--- src/rtl/sfmf_pkg.sv ---
// Shared types and constants for the span fill frame buffer
`timescale 1ns / 1ps

package sfmf_pkg;

    // Result status codes
    localparam logic [1:0] ST_DRAWN  = 2'd0;
    localparam logic [1:0] ST_REJECT = 2'd1;
    localparam logic [1:0] ST_READ   = 2'd2;

    // Input function codes
    localparam logic FUNC_DRAW = 1'b0;
    localparam logic FUNC_READ = 1'b1;

    localparam int FB_BYTES_DEF   = 1024;
    localparam logic [7:0] ROW_BYTES_RST = 8'd5;
    localparam int ADDR_MAX_W     = 16;   // enough for the largest frame store
    localparam int PROD_W         = 24;   // row times row width
    localparam int COL_W          = 11;   // clamped pixel column
    localparam logic [7:0] FULL_BYTE = 8'hFF;

    // Classified command passed from front to back
    typedef struct packed {
        logic [1:0]            kind;       // status code of the command
        logic                  in_range;   // read address inside the store
        logic                  single;     // span starts and ends in one byte
        logic [ADDR_MAX_W-1:0] start_addr;
        logic [ADDR_MAX_W-1:0] end_addr;
        logic [7:0]            first_mask;
        logic [7:0]            last_mask;
    } cmd_t;

endpackage

--- src/rtl/sfmf_queue.sv ---
// Two-entry command queue between front and back
`timescale 1ns / 1ps

module sfmf_queue
    import sfmf_pkg::*;
(
    input  logic clk,
    input  logic rst_n,
    input  logic push,
    input  cmd_t push_cmd,
    output logic full,
    input  logic pop,
    output cmd_t pop_cmd,
    output logic empty
);

    cmd_t       entry_reg [2];
    logic       wr_ptr_reg, rd_ptr_reg;
    logic [1:0] count_reg;
    logic       do_push, do_pop;

    assign full    = (count_reg == 2'd2);
    assign empty   = (count_reg == 2'd0);
    assign do_push = push && !full;
    assign do_pop  = pop && !empty;
    assign pop_cmd = entry_reg[rd_ptr_reg];

    // Advance pointers and count
    always_ff @(posedge clk or negedge rst_n)
    begin
        if (!rst_n)
        begin
            wr_ptr_reg <= 1'b0;
            rd_ptr_reg <= 1'b0;
            count_reg  <= 2'd0;
        end
        else
        begin
            if (do_push)
            begin
                wr_ptr_reg <= ~wr_ptr_reg;
            end
            if (do_pop)
            begin
                rd_ptr_reg <= ~rd_ptr_reg;
            end
            if (do_push && !do_pop)
            begin
                count_reg <= count_reg + 2'd1;
            end
            else if (do_pop && !do_push)
            begin
                count_reg <= count_reg - 2'd1;
            end
        end
    end

    // Store the pushed command
    always_ff @(posedge clk)
    begin
        if (do_push)
        begin
            entry_reg[wr_ptr_reg] <= push_cmd;
        end
    end

endmodule

--- config.mk ---
export PLATFORM = sky130hd
export DESIGN_NAME = sfmf_queue
export DESIGN_NICKNAME = d
export VERILOG_FILES = /design/src/rtl/sfmf_pkg.sv /design/src/rtl/sfmf_queue.sv
export SDC_FILE = /design/constraint.sdc
export NUM_CORES = 1
export LEC_CHECK = 0
export ABC_AREA = 0
export BUFFER_PORTS_ARGS = -buffer_cell sky130_fd_sc_hd__buf_2
export CORE_MARGIN = 1.5
export CORE_UTILIZATION = 52
export DETAILED_ROUTE_END_ITERATION = 10
export HOLD_SLACK_MARGIN = 0.1
export PLACE_DENSITY = 0.77
export SLEW_MARGIN = 40
export SYNTH_ARGS = -nofsm -noshare
export SYNTH_HDL_FRONTEND = slang
export SYNTH_SLANG_ARGS = --single-unit
export TNS_END_PERCENT = 5
--- constraint.sdc ---
create_clock -name clk -period 4.2 [get_ports clk]
set_clock_uncertainty 0.2 [all_clocks]
set_input_delay 0.84 -clock clk [delete_from_list [all_inputs] [get_ports clk]]
set_output_delay 0.84 -clock clk [all_outputs]
set_load 0.005 [all_outputs]
# Word level (Yosys, flattened, before mapping)
# Memory sizes are Yosys's and may differ from the RTL's.
# Index checks and enable logic that the tools add are counted.
word_totals:
  inputBits: 56
  n_memories: 1
  word_cells: 23
  ram_bits: 104
  register_bits: 4
  out_inout_bits: 54
classes:
  addsub: 2
  n_eq_ne: 1
  n_reduce_logical: 10
  bitwise: 2
  muxes: 4
memory_table:
  columns: ["memory", "depth", "word_bits", "rd", "rd_ports_with_merged_regs", "wr", "line_no", "source"]
  rows:
  - ["entry_reg", 2, 52, 1, 0, 1, "sfmf_queue.sv:17", "cmd_t entry_reg [2];"]
op_table:
  columns: ["op", "count"]
  rows:
  - ["$logic_and A1 B1 Y1", 4]
  - ["$logic_not A1 Y1", 4]
  - ["$mux W2", 2]
  - ["$add A2 B1 Y2 const B", 1]
  - ["$eq A2 B2 Y1 const B", 1]
  - ["$logic_not A2 Y1", 1]
  - ["$mux W1", 2]
  - ["$not A1 Y1", 2]
  - ["$reduce_bool A2 Y1", 1]
  - ["$sub A2 B1 Y2 const B", 1]

# Depth between registers and ports, before layout
depth:
  ltp_word: 7
  mapped_depth: 7
  mapped_depth_nobuf: 7

# Worst setup path after synthesis
# OpenSTA, ideal clock, no wires.
synth_path:
  path_kind: "in2reg"
  startpoint: "in push"
  endpoint: "mem entry_reg[0][0] in the netlist's numbering (enable)"
  path_buffers: 0
  stages: 2
  required_ns: 3.538
  t_arrival_ns: 3.109
  setup_ns: 0.462
  slack_ns: 0.429
  path_cell_list: "nand2_1 > nor2_1"
synth_between:
  elab_chain_len: 3
synth_rtl:
  columns: ["item", "line_no", "source"]
  rows:
  - ["start, declared", "sfmf_queue.sv:9", "input logic push,"]
  - ["$logic_and A1 B1 Y1", "sfmf_queue.sv:24", "assign do_push = push && !full;"]
  - ["$mux W1", "sfmf_queue.sv:61", "if (do_push)"]
  - ["$mux W1 (not written as such)", "sfmf_queue.sv:63", "entry_reg[wr_ptr_reg] <= push_cmd;"]
  - ["end, declared", "sfmf_queue.sv:17", null]
# No other way between the ends.

==> impl_results.md <==
* Transition time of the tightest slew-check pin at 0.700 ns
* Sequential power share at 48.6%
* Overall power at 3.33 mW
* Reg-to-reg endpoint: entry_reg[0][33]
* Die area at 8630 um2
* Floorplan die width at 92.9 um
* Rel. slew slack at 53.4%
* Instance count on the critical path at 3
* Critical path cell sequence: buf_12, mux2_4, buf_2
* Detailed-routing iteration count for the pre-antenna-repair pass at 4
* Crit path capture type: primary output
* Mean post-synth cell area at 23.2 um2
* Area share of the largest cell type after synthesis at 74.4%
* Total net switching power at 0.866 mW
* Top area cells in the synthesized netlist: sky130_fd_sc_hd__edfxtp_1 74%, sky130_fd_sc_hd__mux2_4 18%, sky130_fd_sc_hd__buf_12 2.4%
* Launching instance or port of the critical path: rd_ptr_reg
* Crit-path slowest cell: sky130_fd_sc_hd__dfrtp_4
* Comb pwr share at 30.2%
* Capturing element of the worst setup path: pop_cmd[29]
* Iteration-0 DRC count of the detailed router at 89
* Total power per unit cell area at 659 nW/um2
* Largest net degree at the start of global routing at 53
* Crit path buf inv count at 2
* Sw frac at 26.0%
* Number of remaining DRC errors at 0
* Timing-limited maximum frequency at 341 MHz
* Type of the worst min-delay path: reg -> reg
* Number of I/O pins at 110
* Final RePlAce weighted congestion at 0.668
* Most common library cells after synthesis: 104 x sky130_fd_sc_hd__edfxtp_1, 49 x sky130_fd_sc_hd__mux2_4, 5 x sky130_fd_sc_hd__buf_12
* Post-synth cell types at 15
* Slew Viols, Final at 0
* RSZ-0062 raised after global routing: no
* Largest vdd supply drop at 0.000785 V
* Net Count, Synth at 238
* First-pass GRT wire length at 9400 um
* Run status: finished, final reports clean
* Wire length per cell after detailed routing at 15.4 um
* Clock buffers created by TritonCTS at 9
* Post-route antenna net violation count at 0
* Clock transition at the registers of the reported paths at 0.09 ns
* Setup crit start kind: flip-flop
* Area of the mapped netlist at 4200 um2
* Number of buffers on the longest clock path at 2
* TritonCTS clock tree: built
* Final critical delay including setup and external delays at 2.93 ns
* Cell family with most CP delay: flip-flops
* Post-synthesis instance total at 181
* DIE HEIGHT at 92.9 um
* Total Negative Setup Slacks at 0 ns
* Max FFs per register at 104
* Leak Pwr at 2.05 nW
* Util after Layout at 65.0%
* Cell with the most instances after synthesis: sky130_fd_sc_hd__edfxtp_1
* IO Port Bufs at 109
* Number of cells on the worst reg-to-reg path at 4
* Leading register cell type out of synthesis: sky130_fd_sc_hd__edfxtp_1
* Slowest stage delay, CP at 0.77 ns
* Clock root cell: sky130_fd_sc_hd__clkbuf_8
* Share of synthesized area occupied by flip-flops and latches at 76.7%
* Proportion of synthesized flip-flops having asynchronous set or reset at 3.70%
* Inserted Diodes at 0
* Cell type contributing the most total cell area after synthesis: sky130_fd_sc_hd__edfxtp_1
* HPWL Detailed at 4130 um
* Standard-cell row count at 32
* Final-report setup violation count at 0
* Reg-to-reg startpoint: count_reg[0]
* # nets final at 356
* Worst path required time at 3.16 ns
* Via count at 1,965
* Setup CP Type: reg -> out
* Cell-internal power at 2.46 mW
* Buffer count from post-CTS setup fixing at 0
* Crit path setup slack, layout at 1.27 ns
* Post-synthesis register bit count at 108
* Core Box Area at 7770 um2
* Number of global-route vias before repair at 1,925
* Area growth from synthesis to layout at 20.2%
* Arrival time worst endpoint at 1.89 ns
* Layout cell share with drive strength beyond 1 at 59.4%
* Number of vias per cell at 4.85
* Maximum fanout along the worst path at 28
* Count of final hold-check violations at 0
* Number of max-cap violations at 0
* Initial antenna violation count at 0
* Total routed wirelength at 6230 um
* CTS H-tree depth at 3
* Initial core utilization at 54.1%
* Syn. warnings at 0
* Worst Setup Slack post-DPL at 1.62 ns
* EDFF count, synth at 104
* CTS sink count at 108
* Total GRT Usage at 15.0%
* Register-to-register setup slack at 2.20 ns
* Fraction of the cycle the final worst path needs at 69.8%
* Clock network fraction of total power at 21.2%
* Global route overflow at 0
* Insertion delay of the later-clocked pin in the worst-skew pair at 0.35 ns
==> worst reg2reg max path: stages (launching register included) <==
cell	delay (ns)
sky130_fd_sc_hd__dfrtp_1	0.43
sky130_fd_sc_hd__nand2b_1	0.17
sky130_fd_sc_hd__nand2_1	0.14
sky130_fd_sc_hd__nor2_4	0.10
sky130_fd_sc_hd__buf_4	0.54
==> layer usage <==
| layer | vias up | track usage, % | share of wire, % |
|---|---|---|---|
| met1 | 950 | 18.3 | 41 |
| met2 | 72 | 24.5 | 51 |
| met5 | - | 0 | 0 |
| met3 | 8 | 5.75 | 7.2 |
| met4 | 0 | 4.92 | 1.0 |
| li1 | 935 | - | - |
==> metrics by stage <==
step	hold slack, ns	area, um2	instances
global placement	0.304	4790	388
finish	0.326	5050	405
CTS	0.328	5050	405
floorplan	0.261	4200	181
global route	0.370	5050	405
detailed placement	0.316	4810	389
==> power by group through the flow <==
stage	combinational (mW)	clock, mW	sequential [mW]
after floorplan	0.825	0	1.56
after global placement	0.945	0	1.70
after detailed placement	1.03	0	1.65
after CTS	1.03	0.721	1.62
after global routing	1.09	0.771	1.65
final	1.00	0.705	1.62
==> how the worst min path moves through the flow <==
stage / from / end / slack (ns) / depth (start not counted)
4_1_cts: count_reg[1] / count_reg[1] / 0.33 / 1
6_report: count_reg[1] / count_reg[1] / 0.33 / 1
5_1_grt: count_reg[1] / count_reg[1] / 0.37 / 1
2_1_floorplan: wr_ptr_reg / wr_ptr_reg / 0.26 / 1
3_3_place_gp: count_reg[1] / count_reg[1] / 0.30 / 1
3_5_place_dp: count_reg[1] / count_reg[1] / 0.32 / 1
==> area by class of cell <==
cell class	count	area, um2
flip-flops and latches	108	3230
clock inverters	5	101
inverters	2	7.51
fillers	563	2720
multi-input cells	65	867
well taps	102	128
clock buffers	10	128
repair buffers	113	591
==> cell usage in the layout (no fill, tap or decap) <==
cell / instances
sky130_fd_sc_hd__dfrtp_4: 1
sky130_fd_sc_hd__clkinvlp_4: 1
sky130_fd_sc_hd__nand2_1: 1
sky130_fd_sc_hd__mux2_2: 3
sky130_fd_sc_hd__buf_4: 2
sky130_fd_sc_hd__buf_12: 1
sky130_fd_sc_hd__nand2b_1: 1
sky130_fd_sc_hd__mux2_4: 49
sky130_fd_sc_hd__edfxtp_1: 104
sky130_fd_sc_hd__bufinv_16: 3
sky130_fd_sc_hd__dfrtp_1: 3
sky130_fd_sc_hd__xnor2_1: 3
sky130_fd_sc_hd__nor2_4: 1
sky130_fd_sc_hd__inv_1: 2
sky130_fd_sc_hd__nor2_1: 2
sky130_fd_sc_hd__and3_2: 1
sky130_fd_sc_hd__dlygate4sd3_1: 1
sky130_fd_sc_hd__xor2_1: 2
sky130_fd_sc_hd__clkinv_1: 1
sky130_fd_sc_hd__clkbuf_1: 1
sky130_fd_sc_hd__buf_2: 109
sky130_fd_sc_hd__ha_1: 1
sky130_fd_sc_hd__o21ai_1: 1
sky130_fd_sc_hd__clkbuf_8: 9
==> cells by family after synthesis <==
family,after synthesis,synth area share [%]
flip-flops,108,76.7
adder cells (fa/ha/maj),1,0.298
XOR/XNOR,5,1.04
buffers and inverters,8,2.83
AND/OR/NAND/NOR,6,0.655
multiplexers,52,18.3
AO/OA/AOI/OAI,1,0.119
==> timing repair <==
item,CTS,global route
hold endpoints to repair,4,0
hold buffers,1,0
resized for setup,0,0
(Power assumes the default switching activity.)
