$ cat src/rtl/sfmf_pkg.sv
// Shared types and constants for the span fill frame buffer
`timescale 1ns / 1ps

package sfmf_pkg;

    // Result status codes
    localparam logic [1:0] ST_DRAWN  = 2'd0;
    localparam logic [1:0] ST_REJECT = 2'd1;
    localparam logic [1:0] ST_READ   = 2'd2;

    // Input function codes
    localparam logic FUNC_DRAW = 1'b0;
    localparam logic FUNC_READ = 1'b1;

    localparam int FB_BYTES_DEF   = 1024;
    localparam logic [7:0] ROW_BYTES_RST = 8'd5;
    localparam int ADDR_MAX_W     = 16;   // enough for the largest frame store
    localparam int PROD_W         = 24;   // row times row width
    localparam int COL_W          = 11;   // clamped pixel column
    localparam logic [7:0] FULL_BYTE = 8'hFF;

    // Classified command passed from front to back
    typedef struct packed {
        logic [1:0]            kind;       // status code of the command
        logic                  in_range;   // read address inside the store
        logic                  single;     // span starts and ends in one byte
        logic [ADDR_MAX_W-1:0] start_addr;
        logic [ADDR_MAX_W-1:0] end_addr;
        logic [7:0]            first_mask;
        logic [7:0]            last_mask;
    } cmd_t;

endpackage

$ cat src/rtl/sfmf_front.sv
// Front end: accept items, order and clamp the ends, classify into commands
`timescale 1ns / 1ps

module sfmf_front
    import sfmf_pkg::*;
#(
    parameter int FB_BYTES = FB_BYTES_DEF
) (
    input  logic               clk,
    input  logic               rst_n,
    input  logic               in_valid,
    output logic               in_stall,
    input  logic               func,
    input  logic signed [15:0] x_first,
    input  logic signed [15:0] x_second,
    input  logic signed [15:0] row,
    input  logic [9:0]         byte_addr,
    input  logic [7:0]         row_bytes,
    input  logic               clearing,
    output logic               push,
    output cmd_t               push_cmd,
    input  logic               q_full
);

    localparam logic [1:0] F_IDLE = 2'd0;
    localparam logic [1:0] F_CALC = 2'd1;
    localparam logic [1:0] F_PUSH = 2'd2;

    localparam logic [PROD_W-1:0] FB_LIMIT = PROD_W'(FB_BYTES);

    logic [1:0] state_reg, state_next;

    logic               func_reg;
    logic signed [15:0] xa_reg, xb_reg, row_reg;
    logic [9:0]         baddr_reg;

    logic [COL_W-1:0]  lo_c_reg, hi_c_reg, lo_c_next, hi_c_next;
    logic [PROD_W-1:0] lim_reg, base_reg, lim_next, base_next;
    logic              neg_reg, zero_reg;

    logic               accept;
    logic               first_le;
    logic signed [15:0] lo, hi;
    logic [15:0]        last_col;
    logic [14:0]        row_mag;
    logic               reject;
    logic [PROD_W-1:0]  start_full, end_full, read_full;

    assign in_stall = (state_reg != F_IDLE) || clearing;
    assign accept   = in_valid && !in_stall;
    assign first_le = (xa_reg <= xb_reg);

    // Order the ends and clamp each into the row
    always_comb
    begin
        lo       = first_le ? xa_reg : xb_reg;
        hi       = first_le ? xb_reg : xa_reg;
        last_col = {5'd0, row_bytes, 3'b000} - 16'd1;
        if (lo[15])
        begin
            lo_c_next = '0;
        end
        else if (unsigned'(lo) > last_col)
        begin
            lo_c_next = last_col[COL_W-1:0];
        end
        else
        begin
            lo_c_next = lo[COL_W-1:0];
        end
        if (hi[15])
        begin
            hi_c_next = '0;
        end
        else if (unsigned'(hi) > last_col)
        begin
            hi_c_next = last_col[COL_W-1:0];
        end
        else
        begin
            hi_c_next = hi[COL_W-1:0];
        end
        row_mag   = row_reg[14:0];
        lim_next  = (PROD_W'(row_mag) + PROD_W'(1)) * PROD_W'(row_bytes);
        base_next = PROD_W'(row_mag) * PROD_W'(row_bytes);
    end

    // Build the command from the registered products and columns
    always_comb
    begin
        reject     = neg_reg || zero_reg || (lim_reg > FB_LIMIT);
        start_full = base_reg + PROD_W'(lo_c_reg >> 3);
        end_full   = base_reg + PROD_W'(hi_c_reg >> 3);
        read_full  = PROD_W'(baddr_reg);
        push_cmd.in_range   = (read_full < FB_LIMIT);
        push_cmd.single     = (start_full == end_full);
        push_cmd.first_mask = FULL_BYTE >> lo_c_reg[2:0];
        push_cmd.last_mask  = ~(8'h7F >> hi_c_reg[2:0]);
        push_cmd.end_addr   = end_full[ADDR_MAX_W-1:0];
        if (func_reg == FUNC_READ)
        begin
            push_cmd.kind       = ST_READ;
            push_cmd.start_addr = read_full[ADDR_MAX_W-1:0];
        end
        else
        begin
            push_cmd.kind       = reject ? ST_REJECT : ST_DRAWN;
            push_cmd.start_addr = start_full[ADDR_MAX_W-1:0];
        end
        push = (state_reg == F_PUSH);
    end

    // Sequence accept, compute and hand-off
    always_comb
    begin
        state_next = state_reg;
        unique case (state_reg)
            F_IDLE:
            begin
                if (accept)
                begin
                    state_next = F_CALC;
                end
            end
            F_CALC:
            begin
                state_next = F_PUSH;
            end
            F_PUSH:
            begin
                if (!q_full)
                begin
                    state_next = F_IDLE;
                end
            end
            default:
            begin
                state_next = F_IDLE;
            end
        endcase
    end

    always_ff @(posedge clk or negedge rst_n)
    begin
        if (!rst_n)
        begin
            state_reg <= F_IDLE;
        end
        else
        begin
            state_reg <= state_next;
        end
    end

    // Capture the item and the intermediate results
    always_ff @(posedge clk)
    begin
        if (accept)
        begin
            func_reg  <= func;
            xa_reg    <= x_first;
            xb_reg    <= x_second;
            row_reg   <= row;
            baddr_reg <= byte_addr;
        end
        if (state_reg == F_CALC)
        begin
            lo_c_reg <= lo_c_next;
            hi_c_reg <= hi_c_next;
            lim_reg  <= lim_next;
            base_reg <= base_next;
            neg_reg  <= row_reg[15];
            zero_reg <= (row_bytes == 8'd0);
        end
    end

endmodule

$ cat config.mk
export PLATFORM = sky130hd
export DESIGN_NAME = sfmf_front
export DESIGN_NICKNAME = d
export VERILOG_FILES = /design/src/rtl/sfmf_pkg.sv /design/src/rtl/sfmf_front.sv
export SDC_FILE = /design/constraint.sdc
export NUM_CORES = 1
export LEC_CHECK = 0
export BUFFER_PORTS_ARGS = -buffer_cell sky130_fd_sc_hd__buf_2
export CAP_MARGIN = 20
export CORE_UTILIZATION = 40
export CTS_CLUSTER_DIAMETER = 150
export DETAILED_ROUTE_END_ITERATION = 16
export GPL_TIMING_DRIVEN = 1
export PLACE_DENSITY = 0.55
export REMOVE_ABC_BUFFERS = 1
export SLEW_MARGIN = 20
export SYNTH_ARGS = -nofsm -noshare
export SYNTH_HDL_FRONTEND = slang
export SYNTH_SLANG_ARGS = --single-unit
$ cat constraint.sdc
create_clock -name clk -period 7.33 [get_ports clk]
set_input_delay 1.0995 -clock clk [delete_from_list [all_inputs] [get_ports clk]]
set_output_delay 1.0995 -clock clk [all_outputs]
set_load 0.1 [all_outputs]
==> After elaboration in Yosys (flattened, before gate mapping) <==
Index checks and enable logic that the tools add are counted.
{ "totals": {"register_bits": 132, "latch_bits": 0, "ram_bits": 0, "mem_bits_ro": 0, "wordCells": 49, "memories": 0} }
{ "op_classes": {"addsub": 4, "multipliers": 2, "div": 0, "n_lt_le_gt_ge": 4, "eq_ne": 5, "shifts": 2, "muxes": 10, "bitwise_logic": 1, "reduce_logical": 9} }
{ "op_table": {"columns": ["operator", "count"], "rows": [
  ["23-bit by 8-bit adder with 24-bit output", 2],
  ["16-bit 2-to-1 mux", 3],
  ["16-bit greater-than comparator", 2],
  ["24-bit equality test", 1],
  ["24-bit by 11-bit greater-than comparator with 1-bit output, second input constant", 1],
  ["16-bit by 8-bit multiplier with 24-bit output", 1],
  ["15-bit by 8-bit multiplier with 23-bit output", 1],
  ["11-bit 2-to-1 mux", 2],
  ["15-bit by 1-bit adder with 16-bit output, second input constant", 1],
  ["16-bit <= comparator", 1],
  ["11-bit by 1-bit subtractor with 12-bit output, second input constant", 1],
  ["8-bit logical NOT", 1],
  ["8-bit inverter", 1],
  ["7-bit by 3-bit right shift with 8-bit output, first input constant", 1],
  ["8-bit by 3-bit right shift with 8-bit output, first input constant", 1],
  ["2-bit 2-to-1 mux", 3],
  ["2-bit case mux with 3 select lines", 1],
  ["2-bit inequality test, second input constant", 2],
  ["1-bit logical OR", 3],
  ["2-bit by 1-bit equality test with 1-bit output, second input constant", 1],
  ["2-bit equality test, second input constant", 1],
  ["2-bit logical NOT", 1],
  ["2-bit AND reduction", 1],
  ["2-bit nonzero test", 1],
  ["other kinds (3)", 3]
]} }

==> Longest topological paths before layout <==
{ "logic_depth": {"depth_word": 6, "mapped_depth": 22} }

==> Worst setup path before layout <==
Ideal clock, no wire load.
{ "synth_path": {"path_kind": "register to output", "start": "reg base_reg[0]", "end": "out push_cmd[48] (netlist name)", "arrival_time_ps": 5042, "required_time_ps": 6230, "path_slack_ps": 1188, "stages_incl_launch_ff": 11, "cell_sequence": "edfxtp_1 > ha_1 > fa_1 > a21o_1 > a21oi_1 > nand2b_1 > a21oi_1 > a211oi_1 > xor2_1 > and4_1 > and3_1"} }
{ "synth_rtl": {"columns": ["item", "line", "text"], "rows": [
  ["start: declaration", "sfmf_front.sv:38", "logic [PROD_W-1:0] lim_reg, base_reg, lim_next, base_next;"],
  ["start signal: assignment", "sfmf_front.sv:171", "base_reg <= base_next;"],
  ["end: declaration", "sfmf_front.sv:21", "output cmd_t push_cmd,"]
]} }

==> Final worst setup path <==
{ "layout_path": {"start": "reg row_reg[1]", "end": "reg lim_reg[21] (data pin)"} }
{ "layout_between": {"elab_chain_len": 2} }
{ "layout_lines": {"columns": ["item", "line", "text"], "rows": [
  ["start: declaration", "sfmf_front.sv:34", "logic signed [15:0] xa_reg, xb_reg, row_reg;"],
  ["start signal: assignment", "sfmf_front.sv:163", "row_reg <= row;"],
  ["15-bit by 1-bit adder with 16-bit output", "sfmf_front.sv:84", "lim_next = (PROD_W'(row_mag) + PROD_W'(1)) * PROD_W'(row_bytes);"],
  ["16-bit by 8-bit multiplier with 24-bit output", "sfmf_front.sv:84", null],
  ["via lim_next[21]", "sfmf_front.sv:38", null],
  ["end signal: assignment", "sfmf_front.sv:170", "lim_reg <= lim_next;"],
  ["end: declaration", "sfmf_front.sv:38", null]
]} }
The timed path passes the listed nets, and every way through them passes these cells.
A chain may end at the register's enable or synchronous reset.

==> results_tabular.tex <==
\begin{tabular}{lr}
\hline
Metric & Value \\
\hline
\multicolumn{2}{l}{\textbf{Routing}} \\
Routed wire per std cell & 16.6 um \\
Routed WL & 32400 um \\
Number of nets with antenna violations after routing & 0 \\
Number of optimization iterations in the first detailed-route pass & 5 \\
Vias per inst & 5.07 \\
Initial DRC Count & 498 \\
Total DRC errors in the routed layout & 0 \\
Vias after detailed routing & 9907 \\
\multicolumn{2}{l}{\textbf{Synthesis}} \\
Yosys reg bits & 125 \\
Top\_reg\_cell synth & edfxtp\_1 \\
Post-synth EDFFs & 123 \\
Number of distinct standard cells referenced by the synthesized netlist & 62 \\
Async set or reset register ratio after synthesis & 0.0160 \\
Share of the yosys chip area belonging to registers & 0.269 \\
Instance count of the mapped netlist & 1395 \\
Synthesis Warnings & 0 \\
Mapped Area & 13900 um2 \\
Mean instance size in the synthesized netlist & 9.97 um2 \\
\multicolumn{2}{l}{\textbf{Setup path}} \\
Cell family with the largest share of critical-path delay & adder cells \\
Setup CP Type & reg2reg \\
Crit path largest cell delay & 0.60 ns \\
Crit Reg-Reg Endpoint & lim\_reg[21] \\
Worst path required time & 7.51 ns \\
Worst Reg-to-Reg Cells & 19 \\
Reg2Reg Setup Slack & 0.92 ns \\
Critical Path End Type & flop \\
Slowest cell on the critical path & edfxtp\_1 \\
Cell-by-cell listing of the critical path & ha\_1, and2\_1, nand2\_1, xor2\_1, nor2b\_1, fa\_1, fa\_1, fa\_1, inv\_1, fa\_1, inv\_1, ha\_1, or3\_1, o2111ai\_1, a21oi\_1, o31a\_1, o21a\_1, o21ai\_0, xnor2\_1 \\
Highest net fanout along the worst path & 11 \\
Number of buffer and inverter stages on the critical path & 2 \\
Most numerous cell on the critical path & fa\_1 \\
Arrival time at the worst endpoint & 6.58 ns \\
Element type at the critical path start & flop \\
Launch instance of the worst register-to-register path & row\_reg[1] \\
\multicolumn{2}{l}{\textbf{Clock tree}} \\
Number of gates resized after cts & 0 \\
Clock buffer depth & 2 \\
Clock sink count & 125 \\
H-tree levels & 4 \\
Clock slew at reported path FFs & 0.06 ns \\
CTS tree & built \\
Num CTS Buffers & 17 \\
CTS root buffer & clkbuf\_16 \\
CTS Hold Buffers Added & 0 \\
Post-CTS setup buffers & 0 \\
Skew-Pair Late Insertion Delay & 0.43 ns \\
\multicolumn{2}{l}{\textbf{Floorplanning}} \\
Area of the core & 33900 um2 \\
Core Rows & 67 \\
Die extent in x & 188 um \\
Effective utilization at floorplan & 0.411 \\
Floorplan die area & 35500 um2 \\
Floorplan die height & 188 um \\
Number of top-level design ports & 126 \\
\multicolumn{2}{l}{\textbf{Place}} \\
Post-detailed-placement half-perimeter wirelength & 24900 um \\
Global placement routability congestion & 0.796 \\
Count of input and output buffers & 122 \\
Placed instance count & 1922 \\
\multicolumn{2}{l}{\textbf{Layout}} \\
Diodes inserted & 0 \\
Number of standard cells in the final layout excluding fillers & 1954 \\
Signed area change from the synthesized netlist to the final layout & 11.7\% \\
Proportion of layout cells with a drive suffix above 1 & 0.133 \\
Flip-flop count of the largest register after layout & 24 \\
Leading cell type in the layout, fill and taps excluded & inv\_1 \\
Top library cells by usage in the layout, fill and taps aside & 195 x inv\_1, 151 x fa\_1, 130 x ha\_1 \\
Layout filler cell count & 3248 \\
Final net count & 1846 \\
Final core occ & 0.458 \\
\multicolumn{2}{l}{\textbf{Job}} \\
Max Cap Violations & 0 \\
\multicolumn{2}{l}{\textbf{STA}} \\
RSZ-0062 raised after global routing & false \\
Final clock period utilization by the worst path & 0.874 \\
Worst hold-check slack & 0.420 ns \\
Sum of negative setup slack & 0 ns \\
Maximum clock rate & 156 MHz \\
Slew Limit Headroom & 0.369 \\
Clk\_skew & 0.0110 ns \\
Slew at the pin closest to its max-slew limit & 0.947 ns \\
Final setup violation count & 0 \\
Min cycle time layout & 6.41 ns \\
Hold violation total from the final report & 0 \\
Max-slew violation count & 0 \\
\multicolumn{2}{l}{\textbf{Outcome}} \\
Status & completed \\
\multicolumn{2}{l}{\textbf{Worst hold path}} \\
End point of the most critical hold path & neg\_reg \\
Class of the most critical hold timing path & reg2reg \\
Instance count along the most critical hold path & 0 \\
Worst Min Path Start & row\_reg[15] \\
\multicolumn{2}{l}{\textbf{Global routing}} \\
Overflow left after global routing & 0 \\
Initial antenna violation count & 0 \\
Maximum number of pins on one net before global-route repair & 65 \\
First-pass GRT wire length & 53900 um \\
Via count of the first global-routing pass & 10270 \\
Overall global routing resource usage & 0.195 \\
\multicolumn{2}{l}{\textbf{Power}} \\
Leak pwr & 7.02 nW \\
Ratio of total power to cell area & 296 nW/um2 \\
Worst supply voltage drop on vdd & 0.000314 V \\
\hline
\end{tabular}
-- power by group --
group	switching [W]	internal, W	total (W)
registers	0.0000711	0.000989	0.00106
logic	0.00166	0.000990	0.00265
clock network	0.000349	0.000535	0.000884
-- cell usage after synthesis, types with 6 or more instances --
master | n | area (um2)
and3_1 | 7 | 43.8
o21bai_1 | 8 | 60.1
nor2b_1 | 74 | 463
ha_1 | 130 | 1630
nor4_1 | 9 | 56.3
nand4_1 | 8 | 50.1
xor2_1 | 29 | 254
a21oi_1 | 55 | 275
o21a_1 | 10 | 75.1
buf_4 | 8 | 60.1
clkbuf_1 | 42 | 158
xnor2_1 | 49 | 429
a21o_1 | 18 | 135
nor2_1 | 66 | 248
nand2_1 | 120 | 450
nand2b_1 | 19 | 119
mux2_2 | 23 | 259
a211oi_1 | 9 | 67.6
mux2i_1 | 9 | 90.1
fa_1 | 151 | 3020
nor3_1 | 14 | 70.1
edfxtp_1 | 123 | 3690
or3_1 | 11 | 68.8
o211ai_1 | 6 | 45.0
o21ai_0 | 34 | 170
and2_1 | 76 | 475
inv_1 | 195 | 732
nand3_1 | 30 | 150
-- how the worst max path moves through the flow --
stage | startpoint | endpoint | slack, ns | cells after the start
detailed placement | row_reg[1] | lim_reg[21] | 0.96 | 19
floorplan | base_reg[0] | push_cmd[48] | 1.19 | 10
CTS | row_reg[1] | lim_reg[21] | 0.91 | 19
global route | row_reg[1] | lim_reg[22] | 0.50 | 19
finish | row_reg[1] | lim_reg[21] | 0.92 | 19
global placement | row_reg[1] | lim_reg[21] | 1.06 | 19
-- metrics by stage --
| stage | power [W] | setup WS [ns] | cell area, um2 |
|---|---|---|---|
| final | 0.00459 | 0.925 | 15500 |
| after global routing | 0.00498 | 0.495 | 15500 |
| after CTS | 0.00465 | 0.907 | 15500 |
| after detailed placement | 0.00374 | 0.964 | 14900 |
| after global placement | 0.00373 | 1.06 | 14900 |
| after floorplan | 0.00319 | 1.19 | 13700 |
-- cells by family after synthesis --
kind of cell               count (synthesis)  synth area share
buffers and inverters                    253            0.0713
muxes                                     33            0.0261
adders and majority gates                281             0.334
AOI/OAI and AO/OA                        172            0.0802
other                                      1          0.000270
DFF                                      125             0.269
xor gates and xnor gates                  78            0.0491
and+or+nand+nor                          452             0.169
-- worst register-to-register path, cell delays in order (launching register included) --
cell and delay (ns):
edfxtp_1 0.60, ha_1 0.32, and2_1 0.25, nand2_1 0.09, xor2_1 0.57, nor2b_1 0.15, fa_1 0.57, fa_1 0.44
fa_1 0.54, inv_1 0.05, fa_1 0.54, inv_1 0.04, ha_1 0.24, or3_1 0.46, o2111ai_1 0.32, a21oi_1 0.17
o31a_1 0.32, o21a_1 0.18, o21ai_0 0.20, xnor2_1 0.10
-- layout make-up --
type / count / area (um2) / area share
Inverter: 197 / 739 / 0.0476
Tap cell: 448 / 561 / 0.0361
Clock buffer: 18 / 429 / 0.0276
Sequential cell: 125 / 3740 / 0.241
Multi-Input combinational cell: 1019 / 9190 / 0.592
Clock inverter: 14 / 168 / 0.0108
Timing Repair Buffer: 133 / 693 / 0.0446
-- metal layers --
metal  global-route usage  wire [um]
met5                    0          0
met4               0.0487        437
met3               0.0391       1480
met2                0.323      15500
met1                0.260      15000
Note: power is estimated with default switching activity, not from simulation.
